### src/rtl/pcld_pkg.sv
// package for the per-client length-prefix deframer
// types, result kinds and reset values; no dependencies
`default_nettype none
package pcld_pkg;
    localparam int SESSIONS_DEF = 16;
    localparam int MAX_EXPIRE = 16;
    localparam logic [15:0] TIMEOUT_RST = 16'd30;
    localparam logic [15:0] INTERVAL_RST = 16'd10;

    localparam logic [1:0] KIND_PAYLOAD = 2'd0;
    localparam logic [1:0] KIND_EMPTY = 2'd1;
    localparam logic [1:0] KIND_EXPIRED = 2'd2;
    localparam logic [1:0] KIND_DROP = 2'd3;

    localparam logic [1:0] PH_HIGH = 2'd0;
    localparam logic [1:0] PH_LOW = 2'd1;
    localparam logic [1:0] PH_PAY = 2'd2;

    localparam logic REG_TIMEOUT = 1'b0;
    localparam logic REG_INTERVAL = 1'b1;

    typedef enum logic [1:0] {
        ST_IDLE,
        ST_SCAN,
        ST_FLUSH
    } t_state;

    // controller to datapath
    typedef struct packed {
        logic take_byte;   // process byte beat in datapath
        logic take_tick;   // advance time and interval count
        logic scan_start;  // clear scan index
        logic scan_step;   // examine one slot
        logic flush;       // send held expiry as final beat
    } t_cmd;

    // datapath to controller
    typedef struct packed {
        logic scan_due;    // tick beat would start a scan
        logic scan_done;   // scan index at the last slot
    } t_status;
endpackage
`default_nettype wire

### src/rtl/per_client_length_prefix_deframer_unit.sv
// deframer top: one byte beat per cycle through a parallel slot match,
// result registered and valid the cycle after the beat; a held result blocks input
// a tick that starts a scan blocks input while the SCAN state steps one slot per cycle
// and the FLUSH state then sends the final expiry; both hold while results stall
// reset (synchronous, active low) frees all sessions, time and counters zero
// depends on pcld_pkg, pcld_ctrl, pcld_dp
`default_nettype none
module per_client_length_prefix_deframer_unit #(
    parameter int SESSIONS = pcld_pkg::SESSIONS_DEF
) (
    input  wire logic        i_clk,
    input  wire logic        i_rst_n,
    input  wire logic        s_axis_tvalid,
    output logic             s_axis_tready,
    input  wire logic [55:0] s_axis_tdata,  // client_ip, client_port, data_byte
    input  wire logic        s_axis_tuser,  // operation
    output logic             m_axis_tvalid,
    input  wire logic        m_axis_tready,
    output logic [15:0]      m_axis_tdata,  // session_slot, payload_byte, message_end,
                                            // cut_short, pad
    output logic [1:0]       m_axis_tuser,  // result_kind
    output logic             m_axis_tlast,  // last_of_run
    input  wire logic        i_cfg_we,
    input  wire logic        i_cfg_idx,
    input  wire logic [15:0] i_cfg_data
);
    pcld_pkg::t_cmd w_cmd;
    pcld_pkg::t_status w_status;
    logic w_free, w_cut, w_end;
    logic [3:0] w_slot;
    logic [7:0] w_byte;

    pcld_ctrl u_ctrl (
        .i_clk(i_clk), .i_rst_n(i_rst_n), .i_valid(s_axis_tvalid),
        .i_tick(s_axis_tuser), .i_out_free(w_free), .i_status(w_status),
        .o_ready(s_axis_tready), .o_cmd(w_cmd)
    );

    pcld_dp #(.SESSIONS(SESSIONS)) u_dp (
        .i_clk(i_clk), .i_rst_n(i_rst_n), .i_cmd(w_cmd),
        .i_ip(s_axis_tdata[31:0]), .i_port(s_axis_tdata[47:32]),
        .i_byte(s_axis_tdata[55:48]), .i_cfg_we(i_cfg_we), .i_cfg_idx(i_cfg_idx),
        .i_cfg_data(i_cfg_data), .i_out_ready(m_axis_tready), .o_status(w_status),
        .o_out_free(w_free), .o_out_valid(m_axis_tvalid), .o_kind(m_axis_tuser),
        .o_slot(w_slot), .o_byte(w_byte), .o_end(w_end), .o_cut(w_cut),
        .o_last(m_axis_tlast)
    );

    assign m_axis_tdata = {2'd0, w_cut, w_end, w_byte, w_slot};
endmodule
`default_nettype wire

### src/rtl/pcld_ctrl.sv
// controller for the deframer: accepts beats and sequences expiry scans
// depends on pcld_pkg
`default_nettype none
module pcld_ctrl (
    input  wire logic                i_clk,
    input  wire logic                i_rst_n,
    input  wire logic                i_valid,
    input  wire logic                i_tick,
    input  wire logic                i_out_free,
    input  wire pcld_pkg::t_status   i_status,
    output logic                     o_ready,
    output pcld_pkg::t_cmd           o_cmd
);
    pcld_pkg::t_state r_state, n_state;

    always_ff @(posedge i_clk) begin
        if (!i_rst_n) r_state <= pcld_pkg::ST_IDLE;
        else r_state <= n_state;
    end

    always_comb begin
        n_state = r_state;
        case (r_state)
            pcld_pkg::ST_IDLE: begin
                if (i_valid && i_out_free && i_tick && i_status.scan_due)
                    n_state = pcld_pkg::ST_SCAN;
            end
            pcld_pkg::ST_SCAN: begin
                if (i_out_free && i_status.scan_done) n_state = pcld_pkg::ST_FLUSH;
            end
            pcld_pkg::ST_FLUSH: begin
                if (i_out_free) n_state = pcld_pkg::ST_IDLE;
            end
            default: n_state = pcld_pkg::ST_IDLE;
        endcase
    end

    always_comb begin
        o_ready = 1'b0;
        o_cmd = '0;
        case (r_state)
            pcld_pkg::ST_IDLE: begin
                o_ready = i_out_free;
                o_cmd.take_byte = i_valid && i_out_free && !i_tick;
                o_cmd.take_tick = i_valid && i_out_free && i_tick;
                o_cmd.scan_start = o_cmd.take_tick;
            end
            pcld_pkg::ST_SCAN: o_cmd.scan_step = i_out_free;
            pcld_pkg::ST_FLUSH: o_cmd.flush = i_out_free;
            default: ;
        endcase
    end
endmodule
`default_nettype wire

### src/rtl/pcld_dp.sv
// datapath for the deframer: session table, time, scan and result register
// depends on pcld_pkg
`default_nettype none
module pcld_dp #(
    parameter int SESSIONS = pcld_pkg::SESSIONS_DEF
) (
    input  wire logic              i_clk,
    input  wire logic              i_rst_n,
    input  wire pcld_pkg::t_cmd    i_cmd,
    input  wire logic [31:0]       i_ip,
    input  wire logic [15:0]       i_port,
    input  wire logic [7:0]        i_byte,
    input  wire logic              i_cfg_we,
    input  wire logic              i_cfg_idx,
    input  wire logic [15:0]       i_cfg_data,
    input  wire logic              i_out_ready,
    output pcld_pkg::t_status      o_status,
    output logic                   o_out_free,
    output logic                   o_out_valid,
    output logic [1:0]             o_kind,
    output logic [3:0]             o_slot,
    output logic [7:0]             o_byte,
    output logic                   o_end,
    output logic                   o_cut,
    output logic                   o_last
);
    localparam int SW = (SESSIONS > 1) ? $clog2(SESSIONS) : 1;
    localparam int CW = $clog2(((SESSIONS > pcld_pkg::MAX_EXPIRE) ? SESSIONS
                                : pcld_pkg::MAX_EXPIRE) + 1);

    logic [SESSIONS-1:0] r_valid;
    logic [31:0] r_ip [SESSIONS];
    logic [15:0] r_port [SESSIONS];
    logic [1:0] r_phase [SESSIONS];
    logic [15:0] r_rem [SESSIONS];
    logic [31:0] r_act [SESSIONS];
    logic [31:0] r_time;
    logic [15:0] r_count;
    logic [15:0] r_timeout, r_interval;
    logic [SW-1:0] r_idx;
    logic [CW-1:0] r_nexp;
    // held expiry waiting for a later one to decide last_of_run
    logic r_hold;
    logic [SW-1:0] r_hslot;
    logic r_hcut;

    logic r_ov;
    logic [1:0] r_kind;
    logic [3:0] r_slot;
    logic [7:0] r_ob;
    logic r_oe, r_oc, r_ol;

    assign o_out_free = !r_ov || i_out_ready;
    assign o_out_valid = r_ov;
    assign o_kind = r_kind;
    assign o_slot = r_slot;
    assign o_byte = r_ob;
    assign o_end = r_oe;
    assign o_cut = r_oc;
    assign o_last = r_ol;

    logic [15:0] lim, cnt_inc;
    assign lim = (r_interval == 16'd0) ? 16'd1 : r_interval;
    assign cnt_inc = r_count + 16'd1;
    assign o_status.scan_due = (cnt_inc >= lim);
    assign o_status.scan_done = (r_idx == SW'(SESSIONS - 1));

    // parallel slot match
    logic hit_f, free_f;
    logic [SW-1:0] hit_s, free_s, sel;
    always_comb begin
        hit_f = 1'b0; free_f = 1'b0; hit_s = '0; free_s = '0;
        for (int s = SESSIONS - 1; s >= 0; s--) begin
            if (r_valid[s] && r_ip[s] == i_ip && r_port[s] == i_port) begin
                hit_f = 1'b1; hit_s = SW'(s);
            end
            if (!r_valid[s]) begin
                free_f = 1'b1; free_s = SW'(s);
            end
        end
        sel = hit_f ? hit_s : free_s;
    end

    logic [1:0] cur_ph;
    logic [15:0] cur_rem, low_rem, dec_rem;
    assign cur_ph = hit_f ? r_phase[sel] : pcld_pkg::PH_HIGH;
    assign cur_rem = hit_f ? r_rem[sel] : 16'd0;
    assign low_rem = {cur_rem[15:8], i_byte};
    assign dec_rem = cur_rem - 16'd1;

    // scan test on slot r_idx
    logic exp_now, exp_cut;
    logic [31:0] age;
    assign age = r_time - r_act[r_idx];
    assign exp_now = i_cmd.scan_step && r_valid[r_idx] && (age > {16'd0, r_timeout})
                     && (r_nexp < CW'(pcld_pkg::MAX_EXPIRE));
    assign exp_cut = (r_phase[r_idx] == pcld_pkg::PH_LOW) ||
                     (r_phase[r_idx] == pcld_pkg::PH_PAY);

    always_ff @(posedge i_clk) begin
        if (!i_rst_n) begin
            r_valid <= '0;
            r_time <= '0;
            r_count <= '0;
            r_timeout <= pcld_pkg::TIMEOUT_RST;
            r_interval <= pcld_pkg::INTERVAL_RST;
            r_ov <= 1'b0;
            r_hold <= 1'b0;
            r_idx <= '0;
            r_nexp <= '0;
            for (int s = 0; s < SESSIONS; s++) begin
                r_phase[s] <= pcld_pkg::PH_HIGH;
                r_rem[s] <= '0;
            end
        end else begin
            if (i_cfg_we) begin
                if (i_cfg_idx == pcld_pkg::REG_TIMEOUT) r_timeout <= i_cfg_data;
                else r_interval <= i_cfg_data;
            end
            if (r_ov && i_out_ready) r_ov <= 1'b0;

            if (i_cmd.take_tick) begin
                r_time <= r_time + 32'd1;
                r_count <= o_status.scan_due ? 16'd0 : cnt_inc;
                r_idx <= '0;
                r_nexp <= '0;
                r_hold <= 1'b0;
            end

            if (i_cmd.take_byte) begin
                if (!hit_f && !free_f) begin
                    r_ov <= 1'b1; r_kind <= pcld_pkg::KIND_DROP; r_slot <= '0;
                    r_ob <= i_byte; r_oe <= 1'b0; r_oc <= 1'b0; r_ol <= 1'b1;
                end else begin
                    r_valid[sel] <= 1'b1;
                    r_ip[sel] <= i_ip;
                    r_port[sel] <= i_port;
                    r_act[sel] <= r_time;
                    case (cur_ph)
                        pcld_pkg::PH_LOW: begin
                            r_rem[sel] <= low_rem;
                            if (low_rem == 16'd0) begin
                                r_phase[sel] <= pcld_pkg::PH_HIGH;
                                r_ov <= 1'b1; r_kind <= pcld_pkg::KIND_EMPTY;
                                r_slot <= 4'(sel); r_ob <= '0; r_oe <= 1'b1;
                                r_oc <= 1'b0; r_ol <= 1'b1;
                            end else r_phase[sel] <= pcld_pkg::PH_PAY;
                        end
                        pcld_pkg::PH_PAY: begin
                            r_rem[sel] <= dec_rem;
                            if (dec_rem == 16'd0) r_phase[sel] <= pcld_pkg::PH_HIGH;
                            r_ov <= 1'b1; r_kind <= pcld_pkg::KIND_PAYLOAD;
                            r_slot <= 4'(sel); r_ob <= i_byte;
                            r_oe <= (dec_rem == 16'd0); r_oc <= 1'b0; r_ol <= 1'b1;
                        end
                        default: begin
                            r_rem[sel] <= {i_byte, 8'd0};
                            r_phase[sel] <= pcld_pkg::PH_LOW;
                        end
                    endcase
                end
            end

            if (i_cmd.scan_step) begin
                r_idx <= r_idx + SW'(1);
                if (exp_now) begin
                    r_valid[r_idx] <= 1'b0;
                    r_phase[r_idx] <= pcld_pkg::PH_HIGH;
                    r_rem[r_idx] <= '0;
                    r_nexp <= r_nexp + CW'(1);
                    r_hold <= 1'b1;
                    r_hslot <= r_idx;
                    r_hcut <= exp_cut;
                    if (r_hold) begin
                        r_ov <= 1'b1; r_kind <= pcld_pkg::KIND_EXPIRED;
                        r_slot <= 4'(r_hslot); r_ob <= '0; r_oe <= 1'b0;
                        r_oc <= r_hcut; r_ol <= 1'b0;
                    end
                end
            end

            // held expiry goes out as the final beat of the tick
            if (i_cmd.flush && r_hold) begin
                r_hold <= 1'b0;
                r_ov <= 1'b1; r_kind <= pcld_pkg::KIND_EXPIRED;
                r_slot <= 4'(r_hslot); r_ob <= '0; r_oe <= 1'b0;
                r_oc <= r_hcut; r_ol <= 1'b1;
            end
        end
    end

    always_ff @(posedge i_clk) begin
        if (i_rst_n) begin
            assert (!(i_cmd.take_byte && i_cmd.take_tick))
                else $error("byte and tick taken together");
        end
    end

    a_ready_room: assert property (@(posedge i_clk) disable iff (!i_rst_n)
        (i_cmd.take_byte || i_cmd.take_tick) |-> o_out_free)
        else $error("beat taken with output full");
    a_one_cmd: assert property (@(posedge i_clk) disable iff (!i_rst_n)
        !(i_cmd.scan_step && (i_cmd.take_byte || i_cmd.take_tick)))
        else $error("scan overlaps a beat");
    a_drop_full: assert property (@(posedge i_clk) disable iff (!i_rst_n)
        (i_cmd.take_byte && !hit_f && !free_f) |-> (&r_valid))
        else $error("drop with free slot");
endmodule
`default_nettype wire
### config.mk
export PLATFORM = sky130hd
export DESIGN_NAME = per_client_length_prefix_deframer_unit
export DESIGN_NICKNAME = d
export VERILOG_FILES = /design/src/rtl/pcld_pkg.sv /design/src/rtl/per_client_length_prefix_deframer_unit.sv /design/src/rtl/pcld_ctrl.sv /design/src/rtl/pcld_dp.sv
export SDC_FILE = /design/constraint.sdc
export NUM_CORES = 2
export LEC_CHECK = 0
export BUFFER_PORTS_ARGS = -buffer_cell sky130_fd_sc_hd__buf_2
export CAP_MARGIN = 10
export CORE_UTILIZATION = 40
export DETAILED_ROUTE_END_ITERATION = 8
export GPL_TIMING_DRIVEN = 0
export SYNTH_ARGS = -nofsm -noshare
export SYNTH_HDL_FRONTEND = slang
export SYNTH_SLANG_ARGS = --single-unit
### constraint.sdc
create_clock -name i_clk -period 13.05 [get_ports i_clk]
set_clock_uncertainty 0.15 [all_clocks]
set_input_delay 0.6525 -clock i_clk [delete_from_list [all_inputs] [get_ports i_clk]]
set_output_delay 0.6525 -clock i_clk [all_outputs]
set_load 0.01 [all_outputs]
# Word-level counts from Yosys, hierarchy flattened
# Memories as Yosys holds them, arrays and structs flattened. A register that Yosys moved wholly into a read port is not among the register bits.
# Index checks and enable logic that the tools add are counted.
[totals]
output_inout_bits = 21
mem_bits_rw = 1568
wordCells = 366
mem_bits_ro = 0
latchBits = 0
memories = 5
regBits = 131
[memory_table]
columns = ["memory", "depth", "width", "rd", "rd_clocked_by_memory_dff", "wr", "line", "rtl"]
rows = [
  ["u_dp.r_act", 16, 32, 1, 1, 1, "pcld_dp.sv:36", "logic [31:0] r_act [SESSIONS];"],
  ["u_dp.r_ip", 16, 32, 16, 0, 1, "pcld_dp.sv:32", "logic [31:0] r_ip [SESSIONS];"],
  ["u_dp.r_port", 16, 16, 16, 0, 1, "pcld_dp.sv:33", "logic [15:0] r_port [SESSIONS];"],
  ["u_dp.r_rem", 16, 16, 1, 0, 16, "pcld_dp.sv:35", "logic [15:0] r_rem [SESSIONS];"],
  ["u_dp.r_phase", 16, 2, 2, 1, 16, "pcld_dp.sv:34", "logic [1:0] r_phase [SESSIONS];"],
]
[classes]
addsub = 6
muxes = 212
n_lt_le_gt_ge = 7
mul = 0
reduce_logical = 66
n_bitwise = 10
n_div = 0
n_shift = 0
eq_ne = 42
[ops]
columns = ["cell", "n"]
rows = [
  ["32-bit == test", 16],
  ["16-bit == test", 16],
  ["4-bit 2-to-1 mux", 50],
  ["16-bit 2-to-1 mux", 12],
  ["1-bit 2-to-1 mux", 114],
  ["16-bit zero test", 3],
  ["8-bit 2-to-1 mux", 6],
  ["1-bit logical AND", 45],
  ["32-bit by 1-bit adder with 32-bit output, second input constant", 1],
  ["32-bit by 16-bit greater-than comparator with 1-bit output", 1],
  ["16-bit OR reduction", 2],
  ["32-bit subtractor", 1],
  ["2-bit 2-to-1 mux", 15],
  ["16-bit by 1-bit adder with 16-bit output, second input constant", 1],
  ["16-bit bitwise AND", 1],
  ["16-bit >= comparator", 1],
  ["16-bit inverter", 1],
  ["16-bit OR", 1],
  ["8-bit case mux with 2 select lines", 1],
  ["16-bit by 1-bit subtractor with 16-bit output, second input constant", 1],
  ["5-bit 2-to-1 mux", 3],
  ["4-bit by 5-bit less-than comparator with 1-bit output, second input constant", 2],
  ["1-bit demux with 4-bit select", 2],
  ["4-bit by 1-bit >= comparator with 1-bit output, second input constant", 2],
  ["other kinds (22)", 45],
]

# Longest topological paths before layout
# An unclocked memory read counts as a cell.
[depth]
word_depth = 36
ltp_mapped = 40
mapped_depth_nobuf = 34

# Modules after synthesis
# A second synthesis with hierarchy kept.
[hier_totals]
hier_cells = 6276
hier_area_um2 = 77917.2
[by_module_without_submodules]
columns = ["module", "area_per_inst_um2", "cells_per_inst", "n_inst"]
rows = [
  ["pcld_dp", 77733.3, 6255, 1],
  ["pcld_ctrl", 150.1, 16, 1],
  ["per_client_length_prefix_deframer_unit", 33.8, 5, 1],
]

# Least setup slack after synthesis
# OpenSTA, ideal clock, no wires.
[synth_path]
path_kind = "reg2reg"
from = "register with a tool-made name"
to = "memory u_dp.r_rem[11][0] (enable)"
arrival_ns = 8.379
setup_ns = 0.364
stages_incl_launch_ff = 38
synth_period_minus_slack_ns = 8.893
n_path_buf = 6
t_required_ns = 12.536
slack_ns = 4.157
path_cell_list = "dfxtp_1 > clkbuf_1 > clkbuf_1 > buf_1 > mux4_2 > mux4_2 > inv_1 > ha_1 > nand2_1 > nand2_1 > a21oi_1 > o21ai_0 > a21oi_1 > o21ai_0 > a221o_1 > a21o_1 > a21oi_1 > o21bai_1 > [2 not listed] > ha_1 > nand4_1 > nor3_1 > nand2_1 > a211oi_1 > o2111ai_1 > nor4_1 > o211ai_1 > a311oi_1 > nor2_1 > nand2_1 > clkinv_1 > mux2_2 > buf_1 > nand2b_1 > clkbuf_1 > clkbuf_1 > nand2_1"
[synth_lines]
columns = ["element", "line"]
rows = [
  ["to (decl)", "pcld_dp.sv:35"],
]

==> flow_summary.yaml <==
global_route:
  overflow: 0
  antenna_found_initial: 25
  grtUsageTotal: 0.285
  grt_max_degree: 36
  grt_pass1_vias: 50400
  grt_pass1_wl_um: 391000
setup_path:
  crit_end: "u_dp.r_rem[3][2]$_SDFFCE_PN0P_"
  worst_path_most_repeated_cell: "o21ai_0"
  critPathSlowestCell: "nand2_1"
  r2r-end: "u_dp.r_rem[3][2]$_SDFFCE_PN0P_"
  worst-path-buf-inv: 7
  cp_num_cells: 38
  arrival_ns: 12.46
  cp-start-kind: "register"
  max_stage_delay_ns: 0.69
  path_class: "reg -> reg"
  reg2regPathDepth: 38
  end_kind: "register"
  reg2reg_slack_ns: 0.80
  cpLargestDelayFamily: "compound AO/OA/AOI/OAI gates"
  required_ns: 13.26
  worstPathMaxFanout: 16
run_status:
  outcome: "finished with violations"
  violations: "max-capacitance violations, max-slew violations"
detailed_routing:
  wl_per_cell_um: 32.9
  via_per_inst: 6.13
  drtIter0Drc: 8399
  drc_errors: 0
  antenna_left: 0
  dr.pass1.iters: 6
  vias: 53100
  routed_wl_um: 285000
yosys:
  synth_enable_flop_cells: 1590
  ys_warn_count: 0
  synth_area_leaders: "edfxtp_1 61%, xor2_1 5.1%, mux4_2 5.1%, xnor2_1 3.5%, dfxtp_1 2.9%"
  ys_top_cells_by_count: "1590 x edfxtp_1, 458 x xor2_1, 421 x nor2_1"
  synth.distinct_cells: 107
  post-synth-top-count-cell: "edfxtp_1"
  netlist_area_um2: 77900
  yosysSeqAreaShare: 0.642
  syn_area_per_cell_um2: 13.9
  synth_cells: 5611
  ys_ff_latch: 1703
  async_flop_share: 0
  synth-main-ff-cell: "edfxtp_1"
  yosysTopAreaCell: "edfxtp_1"
  synth_top_cell_area_share: 0.613
placement:
  routabilityCongestion: 0.972
  dp_hpwl_um: 185000
  post-place-cells: 8298
  dpl_cell_area_um2: 83000
  io_buffers: 97
  post-place-ws_ns: -0.939
finish:
  area.growth.synth_to_final_pct: 14.7
  final_nets: 6134
  finalNonFillerCells: 8672
  final_area_um2: 89400
  drive_gt1_frac: 0.135
floorplan:
  rows: 161
  fp.dieArea_um2: 197000
  ios: 100
  die_height_um: 443
  die_w_um: 443
  coreArea_um2: 193000
  initial_core_util: 0.404
clock_tree:
  cts-root-buf: "clkbuf_16"
  post-cts-setup-buffers: 0
  insertion_delay_ns: 0.87
  numCtsBuffers: 185
  cts_buffer_depth: 3
  cts_tree: "yes"
  cts_sinks: 1703
  htree_levels: 4
  path_clk_slew_ns: 0.06
sta:
  setup_ws_ns: 0.800
  slew_violations: 2
  rsz0062_at_grt: "false"
  maxSlewHeadroom: -0.0727
  fmax_ghz: 0.0816
  hold_violations: 0
  setup_viol: 0
  finalCriticalPeriod_ns: 12.25
  tightest_slew_ns: 1.59
  finalCritPeriodShare: 0.939
power:
  p_per_area_nw_per_um2: 135
  totalPowerFinal_uw: 12100
  ir_drop_mv: 0.104
  p_leak_uw: 0.0295
min_path:
  hold_class: "in -> reg"
  min_path_cells: 3
job:
  cap_violations: 1
[cells by family (layout without fill, tap and decap cells)]
group                      count (synthesis)  count (layout)  synth area share
DFF                                     1703            1703             0.642
buffers and inverters                    433             957            0.0243
AOI/OAI and AO/OA                        566             566            0.0496
and+or+nand+nor                         1786            1786             0.121
xor gates and xnor gates                 769             769            0.0864
adders and majority gates                 75              75            0.0121
muxes                                    278             278            0.0647
other                                      1              12         0.0000481
[tightest hold or removal path, delay by kind of cell]
| family | cells | cell delay, ns |
|---|---|---|
| buffers and inverters | 1 | 0.14 |
| AND/OR/NAND/NOR | 1 | 0.08 |
| AO/OA/AOI/OAI | 1 | 0.08 |
[cell usage in the layout (no fill, tap or decap), types with 135 or more instances in the layout]
cell       instances
edfxtp_1        1590
xor2_1           458
clkbuf_1         173
nand4_1          155
nand3_1          184
a21oi_1          135
xnor2_1          311
nor4_1           187
nand2_1          308
nor2_1           405
mux4_2           178
buf_2            200
inv_1            142
clkbuf_16        186
[through the flow]
| stage | hold WS (ns) | util | TNS, ns |
|---|---|---|---|
| after floorplan | 0.256 | - | 0 |
| after CTS | 0.000958 | 0.463 | 0 |
| after global routing | 0.0490 | 0.463 | 0 |
| final | 0.0591 | 0.463 | 0 |
| after detailed placement | 0.267 | 0.430 | -112.36 |
| after global placement | 0.267 | 0.423 | -3169.01 |
[power by group]
group	total (µW)	internal, µW	switching [µW]
combinational	738	182	556
sequential	6030	6000	26.6
clock	5330	3030	2300
total	12100	9220	2880
[flip-flops by register name, summed over array words and instances (netlist names), 2 cells and up, named ones only]
name             count
u_dp.r_act         512
u_dp.r_ip          512
u_dp.r_port        256
u_dp.r_rem         256
u_dp.r_phase        32
u_dp.r_time         32
u_dp.r_count        16
u_dp.r_interval     16
u_dp.r_timeout      16
u_dp.r_valid        16
u_dp.o_byte          8
u_dp.r_nexp          5
u_dp.o_slot          4
u_dp.r_hslot         4
u_dp.r_idx           4
u_ctrl.r_state       2
u_dp.o_kind          2
[worst min-delay path by stage]
stage	from	end	slack, ns
after floorplan	u_dp.r_idx[2]$_SDFFE_PN0N_	u_dp.r_hslot[2]$_DFFE_PP_	0.26
after global placement	u_dp.r_idx[2]$_SDFFE_PN0N_	u_dp.r_hslot[2]$_DFFE_PP_	0.27
final	s_axis_tdata[52]	u_dp.o_byte[4]$_SDFFCE_PP0P_	0.06
after detailed placement	u_dp.r_idx[2]$_SDFFE_PN0N_	u_dp.r_hslot[2]$_DFFE_PP_	0.27
after global routing	s_axis_tdata[52]	u_dp.o_byte[4]$_SDFFCE_PP0P_	0.05
after CTS	m_axis_tready	u_dp.o_out_valid$_SDFF_PN0_	0.001
[layer usage]
layer	vias up	track usage	part of all wire
met5	-	0	0.000046
met4	2	0.133	0.053
met3	662	0.0542	0.11
met2	3593	0.437	0.45
met1	26800	0.390	0.39
li1	22100	-	-
[cell type report]
type / count / area (µm²)
Timing Repair Buffer: 182 / 2020
Fill cell: 17000 / 104000
Multi-Input combinational cell: 3476 / 26200
Clock inverter: 118 / 1290
Antenna cell: 10 / 25.0
Tap cell: 2526 / 3160
Inverter: 145 / 544
Sequential cell: 1703 / 50000
Clock buffer: 225 / 4800
Buffer: 287 / 1350
[timing repair]
| action | 4_1_cts | 5_1_grt |
|---|---|---|
| gates resized for setup | 4 | 4 |
| endpoints found under the setup margin | 274 | 144 |
| pin swaps | 0 | 0 |
| hold buffers | 18 | 0 |
| endpoints found under the hold margin | 32 | 0 |
No activity file was read; power rests on OpenSTA's default activity.
